`config.mk`:
```
export PLATFORM = sky130hd
export DESIGN_NAME = ttg_mac
export DESIGN_NICKNAME = d
export VERILOG_FILES = /design/src/hw/rtl/ttg_pkg.sv /design/src/hw/rtl/ttg_mac.sv
export SDC_FILE = /design/constraint.sdc
export NUM_CORES = 2
export LEC_CHECK = 0
export ABC_AREA = 1
export BUFFER_PORTS_ARGS = -buffer_cell sky130_fd_sc_hd__buf_2
export CORE_ASPECT_RATIO = 0.75
export CORE_MARGIN = 2
export CORE_UTILIZATION = 45
export DETAILED_ROUTE_END_ITERATION = 6
export PLACE_DENSITY = 0.59
export SLEW_MARGIN = 20
export SYNTH_ARGS = -nofsm -noshare
export SYNTH_HDL_FRONTEND = slang
export SYNTH_SLANG_ARGS = --single-unit
```
`constraint.sdc`:
```
create_clock -name clk -period 9.9 [get_ports clk]
set_clock_uncertainty 0.15 [all_clocks]
set_input_delay 1.98 -clock clk [delete_from_list [all_inputs] [get_ports clk]]
set_output_delay 1.98 -clock clk [all_outputs]
set_load 0.1 [all_outputs]
```
`src/hw/rtl/ttg_pkg.sv`:
```
// ----------------------------------------------------------------------------
// ttg_pkg
// Shared types and constants of the triangle tangent generator.
// ----------------------------------------------------------------------------
package ttg_pkg;

  // Default number of fraction bits of the position and UV inputs.
  localparam int unsigned FRAC_BITS_DEF = 16;

  // Configuration register byte addresses.
  localparam logic [2:0] ADDR_UV_PRESENT    = 3'd0;
  localparam logic [2:0] ADDR_SHORT_INDICES = 3'd4;

  // Width of the shared multiplier operands and of its accumulator.
  localparam int unsigned MUL_W = 34;
  localparam int unsigned ACC_W = 70;

  // Width of the tangent magnitudes before normalization.
  localparam int unsigned MAG_W = 68;

  // Quotient bits of one Q1.15 division and width of the vector length.
  localparam int unsigned QUOT_W = 17;
  localparam int unsigned LEN_W  = 31;

  typedef enum logic [1:0] {
    MAC_HOLD,
    MAC_LOAD,
    MAC_ADD,
    MAC_SUB
  } mac_op_t;

  typedef struct packed {
    mac_op_t op;
  } mac_ctl_t;

  typedef enum logic [2:0] {
    RD_IDLE,
    RD_ROOT_INIT,
    RD_ROOT_STEP,
    RD_DIV_INIT,
    RD_DIV_STEP
  } rd_op_t;

  typedef struct packed {
    rd_op_t op;
  } rd_ctl_t;

  typedef enum logic [2:0] {
    ST_IDLE,
    ST_CROSS,
    ST_TAN,
    ST_NORM,
    ST_SQ,
    ST_ROOT,
    ST_DIV,
    ST_OUT
  } state_t;

endpackage

```
`src/hw/rtl/ttg_mac.sv`:
```
// ----------------------------------------------------------------------------
// ttg_mac
// Shared signed multiplier with a registered product and a wide accumulator.
// ----------------------------------------------------------------------------
module ttg_mac (
  input  logic                                 clk,
  input  ttg_pkg::mac_ctl_t                    ctl,
  input  logic signed [ttg_pkg::MUL_W-1:0]     a,
  input  logic signed [ttg_pkg::MUL_W-1:0]     b,
  output logic signed [ttg_pkg::ACC_W-1:0]     acc
);
  import ttg_pkg::*;

  logic signed [2*MUL_W-1:0] prod;

  // The product of one cycle is folded into the accumulator in the next.
  always_ff @(posedge clk) begin
    prod <= a * b;
    unique case (ctl.op)
      MAC_HOLD: acc <= acc;
      MAC_LOAD: acc <= ACC_W'(prod);
      MAC_ADD:  acc <= acc + ACC_W'(prod);
      MAC_SUB:  acc <= acc - ACC_W'(prod);
      default:  acc <= acc;
    endcase
  end

endmodule

```
# Word level (Yosys, flattened, before mapping)
# Index checks and enable logic that the tools add are counted.
[op_classes]
mul = 1
eq_ne = 3
n_addsub = 2
mux = 1
reduce_logical = 1
[op_table]
columns = ["op", "n"]
rows = [
  ["case mux 70 bit (3 select lines)", 1],
  ["adder 70 x 68 -> 70 bit", 1],
  ["subtractor 70 x 68 -> 70 bit", 1],
  ["multiplier 34 x 34 -> 68 bit", 1],
  ["== test 2 bit, second input constant", 2],
  ["== test 2 x 1 -> 1 bit, second input constant", 1],
  ["zero test 2 bit", 1],
]
[word_totals]
regBits = 138
in_bits = 71

# Logic depth before layout (Yosys ltp)
[logic_depth]
word_depth = 2
depth_mapped = 33
depth_no_buf = 31

# Least setup slack after synthesis
# Ideal clock, no wire load.
[synth_path]
path_type = "input-to-reg"
start = "in a[33] (netlist bit)"
end = "reg prod[58]"
path_buffers = 2
t_required_ns = 9.637
arrival_time_ns = 8.786
path_stages = 24
slack_ns = 0.851
cell_sequence = "clkbuf_1 -> clkbuf_1 -> nand2_1 -> inv_1 -> fa_1 -> fa_1 -> fa_1 -> fa_1 -> inv_1 -> fa_1 -> fa_1 -> fa_1 -> fa_1 -> inv_1 -> ha_1 -> nand2_1 -> nor2_1 -> inv_1 -> nor2_1 -> inv_1 -> nor4_1 -> o21ai_1 -> nand4_1 -> nand2_1"
[synth_between]
elab_chain_cells = 1
[synth_rtl]
columns = ["element", "line", "source"]
rows = [
  ["from (decl)", "ttg_mac.sv:8", "input logic signed [ttg_pkg::MUL_W-1:0] a,"],
  ["multiplier 34 x 34 -> 68 bit", "ttg_mac.sv:18", "prod <= a * b;"],
  ["to (signal assigned)", "ttg_mac.sv:18", ""],
  ["to (decl)", "ttg_mac.sv:14", "logic signed [2*MUL_W-1:0] prod;"],
]
# No other way between the ends.
# A chain may end at the register's enable or synchronous reset.

# Worst setup path in the final report
# Ends and elaborated chain as after synthesis.

==> flow_metrics.tcl <==
set metrics [dict create \
    critPathMaxFanout 17 \
    final_util_pct 47.86 \
    min_period_over_period_pct 94.92 \
    slew_headroom_pct 34.38 \
    cp_slowest_cell "fa_1" \
    clockBufferDepth 2 \
    setup_viol 0 \
    gp_congestion 1.054 \
    core-area_um2 124300 \
    yosysMostFrequentCell "inv_1" \
    synth_top_cells_by_count "2265 x inv_1, 2078 x nand2_1, 1242 x fa_1" \
    drcViolationCount 0 \
    grtUsageTotal_pct 29.61 \
    yosys_warnings 0 \
    regToRegSetupSlack_ns 4.51 \
    crit_type "input pin to register" \
    hold_violations 0 \
    n_fill_cell 12580 \
    synth_edf_count 70 \
    crit_path_start_kind "input pin" \
    drive_gt1_share_pct 5.202 \
    clock.fmax_mhz 106.4 \
    cts-root-buf "clkbuf_16" \
    synth.largest_area_cell "fa_1" \
    maxCapViolCount 0 \
    post-cts-setup-buffers 0 \
    hold_ws_ns 0.4355 \
    yosysSeqAreaShare_pct 6.155 \
    hold_path.class "register to register" \
    worst_path_largest_cell_delay_ns 0.63 \
    cp.arrival_ns 9.61 \
    synth_area_leaders "fa_1 44%, inv_1 15%, nand2_1 14%" \
    r2r_end "acc[65]" \
    clk_pin_slew_ns 0.07 \
    fp.dieH_um 310.2 \
    synth.distinct_cells 50 \
    cts_htree_levels 4 \
    holdBufCountCts 0 \
    synth_nets 9185 \
    worstPathCellList "buf_2 -> nand2_1 -> inv_1 -> fa_1 -> fa_1 -> fa_1 -> fa_1 -> buf_4 -> inv_1 -> fa_1 -> fa_1 -> fa_1 -> fa_1 -> inv_1 -> ha_1 -> nand2_1 -> nor2_1 -> inv_1 -> nor2_1 -> inv_1 -> nor4_2 -> o21ai_1 -> nand4_1 -> nand2_1" \
    io_buffers 140 \
    hpwl_mm 159.6 \
    tritoncts "yes" \
    pin_count 141 \
    reg2reg_depth 23 \
    required_ns 10.11 \
    rows 112 \
    drt_pass1_iterations 6 \
    synthCells 7598 \
    die_width_um 412.3 \
    area_growth_pct 5.717 \
    netlist_area_um2 56270 \
    fin_tns_setup_ns 0 \
    antenna_found_initial 6 \
    numCtsBuffers 17 \
    path_common_cell "fa_1" \
    rsz0062_at_grt "no" \
    ant_nets 0 \
    vias 46360 \
    viasPerCell 5.013 \
    synth-main-ff-cell "edfxtp_1" \
    fin_crit_ns 9.397 \
    dr.first_iter.drc_count 4154 \
    cp.depth 24 \
    critPathLaunch "a[33]" \
    drv_slew 0 \
    synth_top_area_share_pct 44.19 \
    ys_seq_elements 138 \
    cp-endpoint "prod[58]" \
    avgSynthCellArea_um2 7.406 \
    die_area_um2 127900 \
    grt_pass1_wl_mm 287.2 \
    cp-end-kind "register" \
    grt_start_max_net_pins 73 \
    clock_sinks 138 \
    worstMarginPinSlew_ns 0.9843 \
    path_buf_inv 7 \
    overflow 0 \
    synthArstFlopShare_pct 0 \
    worstSkewPairLatency_ns 0.48 \
    grt_pass1_vias 47960 \
    nNetsFinal 9167 \
    initial_core_util_pct 45.27 \
    status "finished clean" \
    critPathTopFamily "adder cells" \
    wire_per_inst_um 19.64 \
    r2r_start "prod[0]" \
    postRouteWirelength_mm 181.6 \
]
-- layout by cell type (no fill, tap or decap), types with 3 or more instances in the layout --
| cell | instances |
|---|---|
| inv_1 | 2264 |
| nand2_1 | 2078 |
| fa_1 | 1242 |
| nor2_1 | 380 |
| ha_1 | 274 |
| nand3_1 | 196 |
| a21oi_1 | 173 |
| buf_2 | 140 |
| o21ai_0 | 122 |
| buf_4 | 109 |
| xor2_1 | 106 |
| edfxtp_1 | 70 |
| dfxtp_1 | 68 |
| nand4_1 | 42 |
| or2_2 | 32 |
| o21bai_1 | 31 |
| nand3b_1 | 25 |
| xnor2_1 | 25 |
| nor3_1 | 22 |
| clkbuf_16 | 18 |
| nor2_2 | 16 |
| nand2_2 | 15 |
| o21ai_1 | 15 |
| inv_2 | 14 |
| a31oi_1 | 14 |
| nor4_1 | 12 |
| a21o_1 | 10 |
| nand3_2 | 8 |
| nor2_4 | 7 |
| buf_12 | 6 |
| o21a_1 | 5 |
| and3_1 | 4 |
| a21boi_0 | 4 |
| and2_1 | 4 |
| nor4_2 | 3 |
| o21ai_2 | 3 |
| nand2_4 | 3 |
| clkinvlp_4 | 3 |
| clkinv_2 | 3 |
-- worst min path at each step --
| stage | start | end | slack (ns) | cells after the start |
|---|---|---|---|---|
| after floorplan | prod[55] | acc[55] | 0.35 | 2 |
| after global placement | prod[38] | acc[38] | 0.41 | 2 |
| after detailed placement | prod[38] | acc[38] | 0.42 | 2 |
| after CTS | prod[48] | acc[48] | 0.43 | 2 |
| after global routing | prod[48] | acc[48] | 0.48 | 2 |
| final | prod[48] | acc[48] | 0.44 | 2 |
-- cell type report --
cell class / count / area (µm²) / share of cell area (%)
Timing Repair Buffer: 256 / 1650 / 2.774
Clock buffer: 21 / 471.7 / 0.7929
Tap cell: 1653 / 2068 / 3.477
Inverter: 2279 / 8554 / 14.38
Multi-Input combinational cell: 4888 / 43160 / 72.55
Sequential cell: 138 / 3463 / 5.822
Clock inverter: 11 / 118.9 / 0.1998
Antenna cell: 1 / 2.502 / 0.004207
-- flip-flops by register name, indices dropped and copies added (netlist names) --
register	flops
acc	70
prod	68
-- per-stage QoR --
step | instances | area, µm² | setup slack [ns]
4_1_cts | 9246 | 59470 | 0.4747
3_3_place_gp | 9214 | 58880 | 0.08651
3_5_place_dp | 9214 | 58880 | -0.005967
5_1_grt | 9247 | 59490 | 0.1043
6_report | 9247 | 59490 | 0.5026
2_1_floorplan | 7598 | 56270 | 0.8514
-- layer usage --
metal	share of wire (%)	global-route usage [%]	routed length, µm
met4	1.5	4.677	2661
met3	9.7	7.165	17640
met1	47	44.60	85320
met2	42	43.78	75950
met5	0.025	0	45
-- repair_timing --
item                                   CTS  global route
endpoints found under the hold margin    0             0
setup endpoints to repair                0             1
resized for setup                        0             1
-- logic make-up (layout without fill, tap and decap cells) --
family | count (synthesis) | count (layout) | share of synthesized area [%]
AND/OR/NAND/NOR | 2855 | 2855 | 20.59
buffers and inverters | 2572 | 2567 | 17.17
adder cells (fa/ha/maj) | 1516 | 1516 | 50.28
AO/OA/AOI/OAI | 385 | 385 | 3.738
flip-flops | 138 | 138 | 6.155
XOR/XNOR | 132 | 132 | 2.068
other | 0 | 1 | 0
-- worst min-delay path, cell delays in order (launching register included) --
cell	delay [ns]
dfxtp_1	0.36
nand2_1	0.07
nand2_1	0.06
Power is not shown: default switching activity piles up to over one toggle a cycle in this logic, so the estimate is an artifact.
