--- config.mk ---
export PLATFORM = sky130hd
export DESIGN_NAME = ttg_root_div
export DESIGN_NICKNAME = d
export VERILOG_FILES = /design/src/hw/rtl/ttg_pkg.sv /design/src/hw/rtl/ttg_root_div.sv
export SDC_FILE = /design/constraint.sdc
export NUM_CORES = 1
export LEC_CHECK = 0
export BUFFER_PORTS_ARGS = -buffer_cell sky130_fd_sc_hd__buf_2
export CELL_PAD_IN_SITES_DETAIL_PLACEMENT = 0
export CELL_PAD_IN_SITES_GLOBAL_PLACEMENT = 2
export CORE_MARGIN = 8
export CORE_UTILIZATION = 39
export DETAILED_ROUTE_END_ITERATION = 8
export GPL_ROUTABILITY_DRIVEN = 0
export PLACE_DENSITY_LB_ADDON = 0.1
export SYNTH_ARGS = -nofsm -noshare
export SYNTH_HDL_FRONTEND = slang
export SYNTH_SLANG_ARGS = --single-unit
export TNS_END_PERCENT = 30
--- constraint.sdc ---
create_clock -name clk -period 10.3 [get_ports clk]
set_input_delay 1.03 -clock clk [delete_from_list [all_inputs] [get_ports clk]]
set_output_delay 1.03 -clock clk [all_outputs]
set_load 0.02 [all_outputs]
--- src/hw/rtl/ttg_pkg.sv ---
// ----------------------------------------------------------------------------
// ttg_pkg
// Shared types and constants of the triangle tangent generator.
// ----------------------------------------------------------------------------
package ttg_pkg;

  // Default number of fraction bits of the position and UV inputs.
  localparam int unsigned FRAC_BITS_DEF = 16;

  // Configuration register byte addresses.
  localparam logic [2:0] ADDR_UV_PRESENT    = 3'd0;
  localparam logic [2:0] ADDR_SHORT_INDICES = 3'd4;

  // Width of the shared multiplier operands and of its accumulator.
  localparam int unsigned MUL_W = 34;
  localparam int unsigned ACC_W = 70;

  // Width of the tangent magnitudes before normalization.
  localparam int unsigned MAG_W = 68;

  // Quotient bits of one Q1.15 division and width of the vector length.
  localparam int unsigned QUOT_W = 17;
  localparam int unsigned LEN_W  = 31;

  typedef enum logic [1:0] {
    MAC_HOLD,
    MAC_LOAD,
    MAC_ADD,
    MAC_SUB
  } mac_op_t;

  typedef struct packed {
    mac_op_t op;
  } mac_ctl_t;

  typedef enum logic [2:0] {
    RD_IDLE,
    RD_ROOT_INIT,
    RD_ROOT_STEP,
    RD_DIV_INIT,
    RD_DIV_STEP
  } rd_op_t;

  typedef struct packed {
    rd_op_t op;
  } rd_ctl_t;

  typedef enum logic [2:0] {
    ST_IDLE,
    ST_CROSS,
    ST_TAN,
    ST_NORM,
    ST_SQ,
    ST_ROOT,
    ST_DIV,
    ST_OUT
  } state_t;

endpackage

--- src/hw/rtl/ttg_root_div.sv ---
// ----------------------------------------------------------------------------
// ttg_root_div
// Bit-serial integer square root and restoring divider, one bit a cycle.
// ----------------------------------------------------------------------------
module ttg_root_div (
  input  logic                              clk,
  input  ttg_pkg::rd_ctl_t                  ctl,
  input  logic [61:0]                       sumsq,
  input  logic [29:0]                       comp,
  output logic [ttg_pkg::LEN_W-1:0]         len,
  output logic [ttg_pkg::QUOT_W-1:0]        quot
);
  import ttg_pkg::*;

  logic [61:0]        rem_sq;
  logic [63:0]        res;
  logic [62:0]        bitv;
  logic [63:0]        trial;
  logic [LEN_W-1:0]   rem;
  logic [QUOT_W-1:0]  low;
  logic [45:0]        num;
  logic [LEN_W:0]     dtrial;

  assign len    = res[LEN_W-1:0];
  assign trial  = res + 64'(bitv);
  assign num    = {1'b0, comp, 15'd0} + 46'(len >> 1);
  assign dtrial = {rem, low[QUOT_W-1]};

  always_ff @(posedge clk) begin
    unique case (ctl.op)
      RD_IDLE: begin
      end
      RD_ROOT_INIT: begin
        rem_sq <= sumsq;
        res    <= '0;
        bitv   <= 63'd1 << 62;
      end
      RD_ROOT_STEP: begin
        if (64'(rem_sq) >= trial) begin
          rem_sq <= rem_sq - trial[61:0];
          res    <= (res >> 1) + 64'(bitv);
        end else begin
          res <= res >> 1;
        end
        bitv <= bitv >> 2;
      end
      RD_DIV_INIT: begin
        // The numerator is below len * 2^17, so its upper part starts below len.
        rem  <= LEN_W'(num[45:QUOT_W]);
        low  <= num[QUOT_W-1:0];
        quot <= '0;
      end
      RD_DIV_STEP: begin
        if (dtrial >= {1'b0, len}) begin
          rem  <= LEN_W'(dtrial - {1'b0, len});
          quot <= {quot[QUOT_W-2:0], 1'b1};
        end else begin
          rem  <= dtrial[LEN_W-1:0];
          quot <= {quot[QUOT_W-2:0], 1'b0};
        end
        low <= low << 1;
      end
      default: begin
      end
    endcase
  end

endmodule

==> Word-level counts from Yosys, hierarchy flattened <==
Cells that the tools add are included.
{ "op_classes": {"reduce_logical": 3, "magnitude_cmp": 2, "eq_ne": 5, "mux": 10, "add_sub_neg": 5} }
{ "op_table": {"columns": ["cell", "n"], "rows": [
  ["64-bit one-hot mux with 2 select lines", 1],
  ["63-bit one-hot mux with 2 select lines", 1],
  ["62-bit one-hot mux with 2 select lines", 1],
  ["17-bit one-hot mux with 2 select lines", 2],
  ["63-bit by 63-bit adder with 64-bit output", 1],
  ["64-bit by 63-bit adder with 64-bit output", 1],
  ["62-bit by 64-bit >= comparator with 1-bit output", 1],
  ["64-bit 2-to-1 mux", 1],
  ["62-bit 2-to-1 mux", 1],
  ["31-bit one-hot mux with 2 select lines", 1],
  ["62-bit subtractor", 1],
  ["45-bit by 30-bit adder with 46-bit output", 1],
  ["32-bit by 31-bit >= comparator with 1-bit output", 1],
  ["31-bit 2-to-1 mux", 1],
  ["31-bit subtractor", 1],
  ["3-bit by 2-bit equality test with 1-bit output, second input constant", 2],
  ["2-bit nonzero test", 2],
  ["3-bit by 1-bit equality test with 1-bit output, second input constant", 1],
  ["3-bit equality test, second input constant", 1],
  ["2-bit inequality test, second input constant", 1],
  ["2-bit AND reduction", 1],
  ["1-bit 2-to-1 mux", 1]
]} }
{ "totals": {"regBits": 254, "output_inout_bits": 48, "in_bits": 96} }

==> Depth between registers and ports, before layout <==
{ "logic_depth": {"word_depth": 4, "ltp_mapped": 26, "ltp_nobuf": 23} }

==> Worst setup path before layout <==
Ideal clock, no wire load.
{ "synth_path": {"path_kind": "reg-to-reg", "startpoint": "register res[18]", "endpoint": "register rem_sq[0], enable pin", "arrival_time_ns": 8.141, "setup_time_ns": 0.502, "path_stages_with_launch": 24, "path_slack_ns": 1.657, "t_required_ns": 9.798, "cell_sequence": "edfxtp_1 > ha_1 > o211a_1 > o21ai_0 > or4_1 > a211oi_2 > o21ai_0 > a2111oi_0 > nor3_1 > o21ai_0 > o21bai_1 > ha_1 > clkbuf_1 > and4_1 > and2_1 > nand4_1 > o211ai_1 > a221oi_1 > a211o_1 > a21o_1 > buf_4 > a21oi_4 > nand2b_1 > a21oi_1"} }
{ "synth_between": {"elab_chain_len": 4} }
{ "synth_rtl": {"columns": ["element", "line", "source"], "rows": [
  ["start, declared", "ttg_root_div.sv:16", "logic [63:0] res;"],
  ["start signal, assigned", "ttg_root_div.sv:41", "res <= (res >> 1) + 64'(bitv);"],
  ["start signal, assigned", "ttg_root_div.sv:43", "res <= res >> 1;"],
  ["64-bit by 63-bit adder with 64-bit output", "ttg_root_div.sv:25", "assign trial = res + 64'(bitv);"],
  ["62-bit by 64-bit >= comparator with 1-bit output", "ttg_root_div.sv:39", "if (64'(rem_sq) >= trial) begin"],
  ["2-bit inequality test (no source line)", null, null],
  ["2-bit AND reduction (no source line)", null, null],
  ["end signal, assigned", "ttg_root_div.sv:34", "rem_sq <= sumsq;"],
  ["end signal, assigned", "ttg_root_div.sv:40", "rem_sq <= rem_sq - trial[61:0];"],
  ["end, declared", "ttg_root_div.sv:15", "logic [61:0] rem_sq;"]
]} }
No other way between the ends.
A chain may end at the register's enable or synchronous reset.

==> Worst setup path in the final report <==
{ "layout_path": {"startpoint": "register res[24]", "endpoint": "register rem_sq[2], enable pin"} }
Same word-level chain as after synthesis.

==> run metrics <==
switching pwr=1.05 mW; wire per inst=22.7 um; Final Cycle Share=0.764; # rows=84; Synth warnings=0; Worst setup SP type=flip-flop; status=finished clean; clk_skew=0.0168 ns; reg2reg end=rem_sq[2]; Gate power share=0.290; Async SR Flop Fraction=0; first-pass GRT wire length=109000 um; Vias=18700; syn nets=2694; # hold bufs at CTS=0; hold endpoint=low[4]; flop2flop setup slack=2.43 ns; VDD IR max=0.000139 V; final WL=72000 um; port bufs=143; core area=52600 um2; leak pwr=8.87 nW; GRT overflow=0; # DRC=0; antenna-violating nets left=0; clk buf depth=3; Required @ worst endpoint=10.50 ns; Syn Area/Cell=8.55 um2; post-layout net count=2740; Net Sw Frac=0.346; Die X=246 um; share of layout cells above drive strength 1=0.0980; Finished Core Util=0.432; Diodes inserted=0; Netlist cell types=76; postcts setup bufs=0; Worst Hold Class=flip-flop to flip-flop; P_int=1.98 mW; max cap viols=0; via-per-instance ratio=5.87; Post-Synthesis Cells=2421; Max Slew Vio Count=0; Achievable Freq=127 MHz; hpwl dp=55500 um; crit path time final=7.87 ns; DR pass1 iterations=6; CTS buffer count=30; Post-Synthesis Cell Area=20700 um2; Initial Utilization=0.394; Final WS setup=2.43 ns; crit path max fanout=62; Worst Path Arrival=8.07 ns; CTS Sinks=223; Synth Flop Type=edfxtp_1; Yosys reg bits=223; Clock Tree Root=clkbuf_16; Crit Path Class=flip-flop to flip-flop; PostCTS Resize Cnt=0; R2R cell count=22; Clk network pwr share=0.346; sequential-to-total area share from yosys stat=0.324; # setup viols final=0; vias in the first global route=18000; Die H=246 um; Total Routing Usage GR=0.228; H-tree depth=1; commonest non-fill, non-tap cell in the layout=nand2_1; Slew headroom=0.242; Worst-path clk slew=0.06 ns; pre-CTS setup slack=2.69 ns; # IOs=144; Hold Path Origin=low[3]; Fin. Hold Viols=0; hold path cells=2; Post-synth EDFFs=223; initial antenna violation count=2; DRT iter0 DRCs=1318; CP Capture Type=flip-flop; worst slew pin tran=1.11 ns; die area=60700 um2; Area Overhead vs Synth=9.64%; CTS tree=built; sequential power share=0.364; clk_lat worst skew=0.59 ns; RSZ-0062 raised after global routing=false; most frequent cells in the layout=nand2_1, edfxtp_1, o21ai_0, a21oi_1, ha_1; reg-to-reg startpoint=res[24]; PD cells=134 nW/um2; largest net degree at the start of global routing=81; setup TNS=0 ns
==> power by group through the flow <==
stage / Combinational [mW] / Sequential, mW / Clock, mW
2_1_floorplan: 0.635 / 1.11 / 0
3_3_place_gp: 0.868 / 1.12 / 0
3_5_place_dp: 0.870 / 1.12 / 0
4_1_cts: 0.876 / 1.10 / 1.08
5_1_grt: 0.969 / 1.11 / 1.10
6_report: 0.878 / 1.10 / 1.05
==> how the worst max path moves through the flow <==
stage	from	endpoint	depth (start not counted)
global route	res[6]	rem_sq[4]	22
floorplan	res[18]	rem_sq[0]	23
finish	res[24]	rem_sq[2]	22
global placement	res[24]	rem_sq[1]	21
detailed placement	res[24]	rem_sq[2]	21
CTS	res[24]	rem_sq[2]	21
==> critical path, stage by stage (launching register included) <==
cell and delay [ns]:
edfxtp_1 0.59, ha_1 0.46, nand4_1 0.14, o21ai_0 0.41, inv_1 0.11, o21ai_0 0.49
o21ai_0 0.30, a2111oi_0 1.03, nor3_1 0.19, o21ai_0 0.31, o21bai_1 0.13, ha_1 0.48
and4_1 0.26, and2_1 0.20, nand4_1 0.11, o211ai_1 0.18, a221oi_1 0.14, a21oi_1 0.21
nand3_1 0.43, a21oi_4 0.27, nand2b_1 0.11, a21oi_4 0.14, buf_4 0.67
==> stage by stage <==
stage,hold slack [ns],std cells,instance area (um2),total power [mW]
2_1_floorplan,0.484,2421,20700,1.74
3_3_place_gp,0.505,3123,21700,1.99
3_5_place_dp,0.518,3123,21700,1.99
4_1_cts,0.532,3177,22700,3.06
5_1_grt,0.564,3177,22700,3.18
6_report,0.526,3177,22700,3.03
==> synth_stat cells (all sizes together) (20+ instances only) <==
| library cell | number | area share |
|---|---|---|
| nand3 | 52 | 0.013 |
| o211ai | 20 | 0.0073 |
| a21o | 68 | 0.025 |
| nand2b | 28 | 0.0085 |
| o21ai | 195 | 0.047 |
| edfxtp | 223 | 0.32 |
| a31oi | 54 | 0.016 |
| a211oi | 64 | 0.023 |
| nor2 | 164 | 0.030 |
| xnor2 | 101 | 0.043 |
| clkbuf | 85 | 0.016 |
| a21boi | 22 | 0.0080 |
| xor2 | 90 | 0.038 |
| ha | 174 | 0.11 |
| o21a | 22 | 0.0080 |
| and2 | 46 | 0.014 |
| nand2 | 279 | 0.051 |
| nor3 | 53 | 0.013 |
| inv | 75 | 0.014 |
| nand4 | 64 | 0.020 |
| a21oi | 191 | 0.047 |
| buf | 59 | 0.018 |
| o21bai | 41 | 0.015 |
| and3 | 35 | 0.011 |
| a31o | 26 | 0.011 |
==> cell type report <==
| type | count | area [um2] |
|---|---|---|
| fill | 5320 | 29900 |
| clock buffer | 32 | 758 |
| timing repair buffer | 158 | 828 |
| sequential | 223 | 6700 |
| clock inverter | 22 | 189 |
| tap | 688 | 861 |
| inverter | 75 | 287 |
| multi-input combinational | 1979 | 13100 |
==> cells by family after synthesis <==
kind of cell,after synthesis,synth area share
DFF,223,0.324
buffers and inverters,219,0.0475
xor gates and xnor gates,191,0.0808
and+or+nand+nor,801,0.186
AOI/OAI and AO/OA,794,0.246
muxes,16,0.00786
adders and majority gates,177,0.108
==> layer usage <==
| metal | GRT usage | vias up | share of wire |
|---|---|---|---|
| met3 | 0.0374 | 123 | 0.053 |
| met2 | 0.366 | 500 | 0.46 |
| met1 | 0.307 | 8904 | 0.45 |
| met5 | 0 | - | 0.00032 |
| met4 | 0.0857 | 4 | 0.043 |
| li1 | - | 9121 | - |
==> flip-flops by register name, indices dropped and copies added (netlist names) <==
register,count
res,64
rem_sq,62
bitv,32
rem,31
low,17
quot,17
No activity file was read; power rests on OpenSTA's default activity.
